[src/rtl/pvp_pkg.sv]
// ----------------------------------------------------------------------------
// pvp_pkg: shared types and constants of the vertex projection block
// Item formats, register indexes and the divider cell data bundles.
// ----------------------------------------------------------------------------
package pvp_pkg;

    // Default fraction bits of positions
    localparam int COORD_FRAC_BITS_DEF = 16;
    // Fraction bits of direction components
    localparam int DIR_FRAC = 14;
    // Quotient bits per ratio term (clamp point is 2^40)
    localparam int QUO_W = 41;
    // Width of raw camera depth and of the divider remainder
    localparam int DEN_W = 50;
    // Width of a signed ratio numerator
    localparam int NUM_W = 62;

    // Register indexes of the configuration port
    localparam logic [1:0] CFG_EYE_HEIGHT    = 2'd0;
    localparam logic [1:0] CFG_SCREEN_WIDTH  = 2'd1;
    localparam logic [1:0] CFG_SCREEN_HEIGHT = 2'd2;
    localparam logic [1:0] CFG_NEAR_LIMIT    = 2'd3;

    // Register reset values
    localparam logic signed [31:0] EYE_HEIGHT_RST    = 32'sd0;
    localparam logic [11:0]        SCREEN_WIDTH_RST  = 12'd320;
    localparam logic [11:0]        SCREEN_HEIGHT_RST = 12'd240;
    localparam logic [30:0]        NEAR_LIMIT_RST    = 31'd6554;

    typedef struct packed {
        logic signed [31:0] vertex_x;
        logic signed [31:0] vertex_height;
        logic signed [31:0] vertex_z;
        logic signed [31:0] eye_x;
        logic signed [31:0] eye_z;
        logic signed [15:0] dir_x;
        logic signed [15:0] dir_z;
    } vtx_t;

    typedef struct packed {
        logic signed [31:0] screen_x;
        logic signed [31:0] screen_y;
        logic [30:0]        depth;
        logic               visible;
    } res_t;

    // One division lane: partial remainder, unused dividend bits, quotient
    typedef struct packed {
        logic [DEN_W-1:0] rem;
        logic [QUO_W-1:0] low;
        logic [QUO_W-1:0] quo;
    } lane_t;

    // Control and status that ride along the divider chain
    typedef struct packed {
        logic        vis;
        logic [30:0] depth;
        logic        neg_x;
        logic        neg_y;
        logic        ovf_x;
        logic        ovf_y;
    } side_t;

endpackage

[src/rtl/pvp_div_cell.sv]
// ----------------------------------------------------------------------------
// pvp_div_cell: one restoring division step for both ratio lanes
// Brings down one dividend bit, subtracts the depth when it fits and
// hands remainder, quotient and sideband to the next cell.
// ----------------------------------------------------------------------------
module pvp_div_cell
    import pvp_pkg::*;
(
    input  logic               clk,
    input  logic               rst_n,
    input  logic               in_valid,
    input  logic [DEN_W-1:0]   in_den,
    input  side_t              in_side,
    input  lane_t [1:0]        in_lane,
    output logic               out_valid,
    output logic [DEN_W-1:0]   out_den,
    output side_t              out_side,
    output lane_t [1:0]        out_lane
);

    logic               valid_reg;
    logic [DEN_W-1:0]   den_reg;
    side_t              side_reg;
    lane_t [1:0]        lane_reg;
    lane_t [1:0]        lane_next;

    function automatic lane_t div_step(input lane_t l, input logic [DEN_W-1:0] d);
        logic [DEN_W:0] cat;
        logic [DEN_W:0] diff;
        logic           ge;
        lane_t          r;
        cat   = {l.rem, l.low[QUO_W-1]};
        diff  = cat - {1'b0, d};
        ge    = (cat >= {1'b0, d});
        r.rem = ge ? diff[DEN_W-1:0] : cat[DEN_W-1:0];
        r.low = {l.low[QUO_W-2:0], 1'b0};
        r.quo = {l.quo[QUO_W-2:0], ge};
        return r;
    endfunction

    // Step both lanes against the shared divisor
    always_comb
    begin
        lane_next[0] = div_step(in_lane[0], in_den);
        lane_next[1] = div_step(in_lane[1], in_den);
    end

    // Advance the valid flag
    always_ff @(posedge clk or negedge rst_n)
    begin
        if (!rst_n)
        begin
            valid_reg <= 1'b0;
        end
        else
        begin
            valid_reg <= in_valid;
        end
    end

    // Hold the data of the item in flight
    always_ff @(posedge clk)
    begin
        den_reg  <= in_den;
        side_reg <= in_side;
        lane_reg <= lane_next;
    end

    assign out_valid = valid_reg;
    assign out_den   = den_reg;
    assign out_side  = side_reg;
    assign out_lane  = lane_reg;

    // Remainder must stay below the divisor in every step
    a_rem_x: assert property (@(posedge clk) disable iff (!rst_n)
        valid_reg |-> lane_reg[0].rem < den_reg)
        else $error("x lane remainder not below divisor");
    a_rem_y: assert property (@(posedge clk) disable iff (!rst_n)
        valid_reg |-> lane_reg[1].rem < den_reg)
        else $error("y lane remainder not below divisor");
    a_den_nz: assert property (@(posedge clk) disable iff (!rst_n)
        valid_reg |-> den_reg != '0)
        else $error("zero divisor in chain");

endmodule

[config.mk]
export PLATFORM = sky130hd
export DESIGN_NAME = pvp_div_cell
export DESIGN_NICKNAME = d
export VERILOG_FILES = /design/src/rtl/pvp_pkg.sv /design/src/rtl/pvp_div_cell.sv
export SDC_FILE = /design/constraint.sdc
export NUM_CORES = 1
export LEC_CHECK = 0
export ABC_AREA = 1
export BUFFER_PORTS_ARGS = -buffer_cell sky130_fd_sc_hd__buf_2
export CORE_AREA = 5 5 272 274
export CTS_CLUSTER_SIZE = 16
export DETAILED_ROUTE_END_ITERATION = 10
export DIE_AREA = 0 0 277 279
export SLEW_MARGIN = 20
export SYNTH_ARGS = -nofsm -noshare
export SYNTH_HDL_FRONTEND = slang
export SYNTH_SLANG_ARGS = --single-unit
[constraint.sdc]
create_clock -name clk -period 0.8 [get_ports clk]
set_clock_uncertainty 0.2 [all_clocks]
set_input_delay 0.04 -clock clk [delete_from_list [all_inputs] [get_ports clk]]
set_output_delay 0.04 -clock clk [all_outputs]
set_load 0.05 [all_outputs]
==> results of run 1 <==
path summary, 6_finish.rpt:
check / from / endpoint / slack [ns] / cells after the start
min: in_den[26] / out_den[26]$_DFF_P_ / -0.64 / 1
max in group asynchronous: rst_n / out_valid$_DFF_PN0_ / 0.13 / 3
min in group asynchronous: rst_n / out_valid$_DFF_PN0_ / 0.13 / 3
max: in_den[36] / out_lane[214]$_DFF_P_ / -0.93 / 14
synthesized netlist by cell type (2+ instances only):
master,number
o21bai_1,11
clkbuf_1,5
fa_1,2
ha_1,100
xor2_1,56
and2_1,4
o21ai_0,35
buf_2,14
a21oi_1,57
nand2_1,975
o21a_1,4
nand4_1,41
inv_1,490
inv_2,11
nand3_2,10
buf_4,2
dfxtp_1,348
nor3_2,2
nand2_2,6
buf_6,3
nand3b_2,2
nor2_2,8
a21o_1,2
or2_2,4
nand3b_1,33
nor2_4,5
nor3_1,17
nand3_1,102
nor2_1,179
through the flow:
| stage | hold slack [ns] | TNS, ns | setup slack, ns | utilization |
|---|---|---|---|---|
| global placement | -0.359 | -166.59 | -1.74 | 0.423 |
| finish | -0.639 | -274.87 | -0.933 | 0.516 |
| detailed placement | -0.362 | -166.04 | -1.74 | 0.423 |
| floorplan | -0.456 | -102.70 | -1.06 | - |
| global route | -0.659 | -293.28 | -1.01 | 0.516 |
| CTS | -0.672 | -285.65 | -0.926 | 0.494 |
area by class of cell:
| cell class | count | area, um^2 | share of cell area |
|---|---|---|---|
| multi-input cells | 1664 | 10400 | 0.282 |
| clock buffers | 58 | 1230 | 0.0336 |
| clock inverters | 21 | 299 | 0.00815 |
| diodes | 4 | 10.0 | 0.000273 |
| repair buffers | 1433 | 14200 | 0.388 |
| well taps | 950 | 1190 | 0.0324 |
| inverters | 502 | 1970 | 0.0536 |
| flip-flops and latches | 349 | 7410 | 0.202 |
critical path, delay by kind of cell:
kind | cells | cell delay (ns)
and+or+nand+nor | 7 | 0.88
buffers and inverters | 5 | 0.70
AOI/OAI and AO/OA | 1 | 0.08
adders and majority gates | 1 | 0.34
layout by cell type, fill, tap and decap left out, types with 8 or more instances in the layout:
master and count:
nand2_1 826, inv_1 433, buf_4 430, buf_2 399, dfxtp_2 331, dlygate4sd3_1 279, buf_12 274, nand2_2 132
nor2_1 114, ha_4 69, nand3_1 64, nor2_2 54, xor2_1 49, clkbuf_16 48, inv_2 45, nand3_2 42
nand4_1 41, a21oi_1 39, nand3b_1 33, o21ai_0 31, ha_1 26, buf_8 26, clkinvlp_4 24, nor2_4 24
nand2_4 24, buf_6 19, a21oi_2 16, dfxtp_1 15, nor3_1 11, o21bai_1 10, clkinv_2 8
registers in the layout (all words and copies together) (netlist names):
register	cells
out_side	36
out_den	50
out_valid	1
out_lane	262
power by group through the flow:
| stage | Combinational [uW] | Sequential [uW] | Clock (uW) |
|---|---|---|---|
| after CTS | 27500 | 21000 | 22100 |
| after global placement | 25500 | 21300 | 0 |
| final | 28700 | 20900 | 21700 |
| after detailed placement | 25500 | 21300 | 0 |
| after floorplan | 6200 | 26300 | 0 |
| after global routing | 30300 | 21100 | 22800 |
routing by layer:
metal / up-vias / part of all wire / GRT usage
li1: 10584 / - / -
met1: 10051 / 0.37 / 0.294
met2: 603 / 0.55 / 0.546
met3: 146 / 0.044 / 0.0481
met4: 8 / 0.034 / 0.0768
met5: - / 0.00048 / 0
logic make-up (layout without fill, tap and decap cells):
family	count (synthesis)	count (layout)	share of synthesized area
flops	349	349	0.404
xor+xnor	56	56	0.0284
buf+inv	528	2014	0.119
fa+ha+maj	102	102	0.0747
simple gates	1394	1394	0.339
compound gates	110	110	0.0349
other cells	1	6	0.000217
repair_timing:
item                                    4_1_cts  5_1_grt
endpoints found under the setup margin      451      451
hold buffers                                260       19
cloned                                        1        3
buffers inserted                             18       16
endpoints found under the hold margin       348      330
pin swaps                                    38      117
resized for setup                           197      338
==> impl_metrics.sql, run 1 <==
INSERT INTO impl_metrics (metric_group, metric, value, unit) VALUES
('finish', 'n_fill_cell', '6669', ''),
('finish', 'synthToLayoutAreaGrowth', '112', '%'),
('clocking', 'max-clock-path-buffers', '3', ''),
('timing', 'hold-worst-slack', '-0.639', 'ns'),
('global_route', 'grt_antenna_before_repair', '14', ''),
('pwr', 'p_clk_frac', '0.304', ''),
('pwr', 'combinationalPowerShare', '0.403', ''),
('setup_path', 'worst_setup_path_start_kind', 'input port', ''),
('setup_path', 'slowest_stage', 'ha_4', ''),
('outcome', 'violations_in_the_final_reports', 'hold timing, setup timing', ''),
('pwr', 'irDropWorstVdd', '1.73', 'mV'),
('synth', 'dominantRegCellSynth', 'dfxtp_1', ''),
('timing', 'setup_violation_total_in_the_final_timing_report', '451', ''),
('outcome', 'run_status', 'finished, violations left', ''),
('synth', 'synth_area_per_cell', '6.81', 'um^2'),
('timing', 'fin_crit_sh', '2.17', ''),
('synth', 'netlist_top_cells_area', 'dfxtp_1 40%, nand2_1 21%, inv_1 11%, ha_1 7.2%, nor2_1 3.9%', ''),
('flow_run', 'drv.max_cap_violation_count', '0', ''),
('pwr', 'total_chip_power', '71300', 'uW'),
('pwr', 'internal-power', '45500', 'uW'),
('placement', 'port_buffers', '699', ''),
('clocking', 'clkTransAtPathRegs', '0.06', 'ns'),
('floorplanning', 'coreArea', '71100', 'um^2'),
('detailed_routing', 'via_count', '21392', ''),
('synth', 'part_of_the_yosys_area_used_for_sequential_elements', '0.404', ''),
('global_route', 'grt_usage', '0.274', ''),
('synth', 'syn-cell-area', '17300', 'um^2'),
('clocking', 'root_buffer', 'clkbuf_16', ''),
('detailed_routing', 'postRouteAntennaNets', '0', ''),
('clocking', 'numCtsBuffers', '44', ''),
('synth', 'yosysWarningCount', '0', ''),
('hold_path', 'worst_hold_path_type', 'input port to flip-flop', ''),
('pwr', 'switching_share', '0.362', ''),
('timing', 'fin_ws', '-0.933', 'ns'),
('synth', 'synthArstFlopShare', '0.00287', ''),
('placement', 'finalWeightedCongestion', '0.963', ''),
('floorplanning', 'die_height', '279', 'um'),
('timing', 'finalHoldViolations', '325', ''),
('floorplanning', 'die_w', '277', 'um'),
('floorplanning', 'std_cell_rows', '98', ''),
('floorplanning', 'floorplan.initialDensity', '0.243', ''),
('clocking', 'cts.sink_count', '349', ''),
('pwr', 'powerDensity', '1940', 'nW/um^2'),
('setup_path', 'cp_max_fo', '6', ''),
('setup_path', 'critPathKind', 'input port to flip-flop', ''),
('detailed_routing', 'wl_per_cell', '22.4', 'um'),
('placement', 'dp_hpwl', '93700', 'um'),
('synth', 'synthDistinctLibCells', '41', ''),
('pwr', 'leakage', '0.0185', 'uW'),
('setup_path', 'cp_cell_sequence', 'buf_4 -> clkinvlp_4 -> ha_4 -> nand2_1 -> inv_1 -> nand2_2 -> nor3_4 -> nand2_2 -> nand3b_4 -> nand2_4 -> buf_12 -> buf_16 -> nand2_1 -> o21ai_0', ''),
('detailed_routing', 'dr.first_iter.drc_count', '975', ''),
('synth', 'ys_ff_latch', '349', ''),
('finish', 'fin_nets', '4449', ''),
('clocking', 'cts_tree', 'done', ''),
('finish', 'fraction_of_final_layout_cells_with_drive_strength_greater_than_1', '0.506', ''),
('synth', 'synth_edf_count', '0', ''),
('synth', 'area_fraction_of_the_dominant_cell_type_after_synthesis', '0.403', ''),
('global_route', 'globalRoute.totalOverflow', '0', ''),
('finish', 'layoutNonFillerInstCount', '4981', ''),
('timing', 'final_max_tran_viols', '0', ''),
('pwr', 'seqPwrFrac', '0.294', ''),
('placement', 'placed_cell_area', '30100', 'um^2'),
('floorplanning', 'top_level_ports', '704', ''),
('synth', 'syn-instance-count', '2540', ''),
('timing', 'post-route-min-period', '1.73', 'ns'),
('global_route', 'grt_first_pass_wirelength', '155000', 'um'),
('detailed_routing', 'viasPerCell', '4.29', ''),
('clocking', 'cts-htree-levels', '2', ''),
('timing', 'grt_setup_unrepaired', 'yes', ''),
('detailed_routing', 'routed_wirelength', '112000', 'um'),
('timing', 'fmaxAchievable', '0.577', 'GHz');
Power figures use the tool's default switching activity.
==> run 2, diff against run 1 <==
==> constraint.sdc (replaced) <==
create_clock -name clk -period 2 [get_ports clk]
set_clock_uncertainty 0.2 [all_clocks]
set_input_delay 0.1 -clock clk [delete_from_list [all_inputs] [get_ports clk]]
set_output_delay 0.1 -clock clk [all_outputs]
set_load 0.05 [all_outputs]
==> run 2 against run 1 <==
Effect of this change: the run ends with hold timing left; clock-buffer cell count did not move; largest power group unchanged; first-iteration DRC count fell by 6.1%; via count rose by 5.0%; utilization fell by 6.1 points; critical path type unchanged; sequential power fell by 62%.
==> impl_metrics.sql, run 2 (synthesized netlist as in run 1, its figures left out) <==
INSERT INTO impl_metrics (metric_group, metric, value, unit) VALUES
('setup_path', 'cp_max_fo', '16', ''),
('detailed_routing', 'postRouteAntennaNets', '0', ''),
('global_route', 'grt_usage', '0.270', ''),
('setup_path', 'worst_setup_path_end_kind', 'flip-flop', ''),
('detailed_routing', 'met2_length', '58200', 'um'),
('timing', 'setup_violation_total_in_the_final_timing_report', '0', ''),
('clocking', 'numCtsBuffers', '43', ''),
('floorplanning', 'die-area', '77300', 'um^2'),
('flow_run', 'drv.max_cap_violation_count', '0', ''),
('detailed_routing', 'via_count', '22451', ''),
('clocking', 'clkTransAtPathRegs', '0.06', 'ns'),
('placement', 'finalWeightedCongestion', '0.942', ''),
('pwr', 'irDropWorstVdd', '0.785', 'mV'),
('detailed_routing', 'viasPerCell', '4.29', ''),
('finish', 'final_core_util', '0.455', ''),
('outcome', 'run_status', 'finished, violations left', ''),
('pwr', 'switching_share', '0.378', ''),
('floorplanning', 'coreArea', '71100', 'um^2'),
('clocking', 'cts.sink_count', '349', ''),
('detailed_routing', 'dr.first_iter.drc_count', '916', ''),
('global_route', 'grt_first_pass_wirelength', '154000', 'um'),
('pwr', 'netSwitchingPower', '9400', 'uW'),
('detailed_routing', 'wl_per_cell', '20.9', 'um'),
('pwr', 'leakage', '0.0177', 'uW'),
('timing', 'fmaxAchievable', '0.517', 'GHz'),
('clocking', 'cts_tree', 'done', ''),
('floorplanning', 'die_w', '277', 'um'),
('detailed_routing', 'met3_wirelength', '4830', 'um'),
('global_route', 'via_count_of_the_first_global_routing_pass', '22786', ''),
('setup_path', 'critPathKind', 'input port to flip-flop', ''),
('setup_path', 'worst_setup_path_start_kind', 'input port', ''),
('finish', 'most_frequent_standard_cell_in_the_layout_excluding_fill_and_tap_cells', 'nand2_1', ''),
('placement', 'dp_worst_setup_slack', '-0.596', 'ns'),
('global_route', 'grt_antenna_before_repair', '18', ''),
('pwr', 'combinationalPowerShare', '0.370', ''),
('detailed_routing', 'top_layer', 'met5', ''),
('placement', 'dp_hpwl', '89700', 'um'),
('floorplanning', 'floorplan.initialDensity', '0.243', ''),
('timing', 'fin_crit_sh', '0.967', ''),
('setup_path', 'required_time_at_the_worst_slack_endpoint', '2.25', 'ns'),
('timing', 'hold-worst-slack', '-0.511', 'ns'),
('clocking', 'cts-htree-levels', '2', ''),
('timing', 'post-route-min-period', '1.93', 'ns'),
('detailed_routing', 'detail_route.wirelength.met1', '40500', 'um'),
('hold_path', 'worst_hold_path_type', 'input port to flip-flop', ''),
('setup_path', 'cp.arrival', '2.19', 'ns'),
('floorplanning', 'top_level_ports', '704', ''),
('pwr', 'total_chip_power', '24800', 'uW'),
('placement', 'port_buffers', '699', ''),
('floorplanning', 'std_cell_rows', '98', ''),
('global_route', 'globalRoute.totalOverflow', '0', ''),
('finish', 'layout_common_cells', '970 x nand2_1, 699 x buf_2, 564 x dlygate4sd3_1, 485 x inv_1, 416 x buf_4', ''),
('detailed_routing', 'routed_wirelength', '109000', 'um'),
('clocking', 'root_buffer', 'clkbuf_16', ''),
('timing', 'final_max_tran_viols', '0', ''),
('detailed_routing', 'route.detailed.drc', '0', ''),
('finish', 'synthToLayoutAreaGrowth', '87.1', '%'),
('pwr', 'seqPwrFrac', '0.318', ''),
('timing', 'finalHoldViolations', '43', ''),
('finish', 'fin_nets', '4704', ''),
('pwr', 'p_clk_frac', '0.312', ''),
('timing', 'grt_setup_unrepaired', 'yes', ''),
('global_route', 'grt_max_degree', '33', ''),
('finish', 'largest_register_ffs', '262', ''),
('timing', 'fin_ws', '0.0653', 'ns'),
('clocking', 'max-clock-path-buffers', '3', ''),
('finish', 'finalInstanceArea', '32400', 'um^2'),
('finish', 'layoutNonFillerInstCount', '5233', ''),
('pwr', 'powerDensity', '768', 'nW/um^2'),
('detailed_routing', 'drt_pass_1_iters', '5', ''),
('finish', 'fraction_of_final_layout_cells_with_drive_strength_greater_than_1', '0.300', ''),
('placement', 'placed_cell_area', '25100', 'um^2'),
('placement', 'numPlacedInstances', '4587', ''),
('outcome', 'violations_in_the_final_reports', 'hold timing', ''),
('floorplanning', 'die_height', '279', 'um'),
('pwr', 'internal-power', '15400', 'uW');
## run 2: changes by cell type in the layout (fill, tap and decap cells not counted), moves of 35 or more
cell | before | now
buf_12 | 274 | 5
buf_2 | 399 | 699
dfxtp_1 | 15 | 348
dfxtp_2 | 331 | 0
dlygate4sd3_1 | 279 | 564
ha_1 | 26 | 90
ha_4 | 69 | 9
inv_1 | 433 | 485
nand2_1 | 826 | 970
nand2_2 | 132 | 10
nand3_1 | 64 | 99
nor2_1 | 114 | 167
## run 2: worst max-delay path, stage by stage
cell and delay [ns]:
buf_2 0.10, inv_1 0.14, ha_1 0.32, nand2_1 0.10, nand2_1 0.06, o21bai_1 0.17, a21oi_1 0.35, nand3_1 0.15
nor2_2 0.17, nand2_4 0.12, buf_12 0.18, nand3_1 0.16, nand2_1 0.06
## run 2: layout make-up
type                    instances  area (um^2)
fillers                      7163        38800
repair buffers               1689        12400
multi-input cells            1664         8460
flip-flops and latches        349         6990
inverters                     502         1890
clock buffers                  58         1200
well taps                     950         1190
clock inverters                15          170
diodes                          6         15.0
## run 2: what timing repair did
| action | in CTS | in global routing |
|---|---|---|
| hold endpoints to repair | 348 | 49 |
| endpoints found under the setup margin | 0 | 76 |
| gates resized for setup | 0 | 41 |
| setup buffers | 0 | 2 |
| hold buffers | 549 | 15 |
## run 2: final timing paths
kind | startpoint | to | slack [ns] | cells after the start
max | in_den[46] | out_lane[247]$_DFF_P_ | 0.07 | 13
min | in_den[0] | out_den[0]$_DFF_P_ | -0.51 | 1
max in group asynchronous | rst_n | out_valid$_DFF_PN0_ | 1.29 | 3
min in group asynchronous | rst_n | out_valid$_DFF_PN0_ | 0.20 | 3
## run 2: layer usage
metal / vias up / GRT usage
li1: 11087 / -
met1: 10483 / 0.285
met2: 705 / 0.526
met3: 168 / 0.0427
met4: 8 / 0.120
met5: - / 0
## run 2: power groups by stage
stage	registers (uW)	clock network (uW)	logic [uW]
final	7900	7760	9190
after detailed placement	8040	0	8150
after global routing	7960	8220	9780
after CTS	7900	7960	9080
after global placement	8050	0	8130
after floorplan	10400	0	2340
## run 2: metrics by stage
step | hold slack (ns) | TNS (ns)
2_1_floorplan | -0.396 | 0
3_3_place_gp | -0.325 | -42.08
3_5_place_dp | -0.324 | -44.33
4_1_cts | -0.552 | 0
5_1_grt | -0.538 | -0.0988
6_report | -0.511 | 0
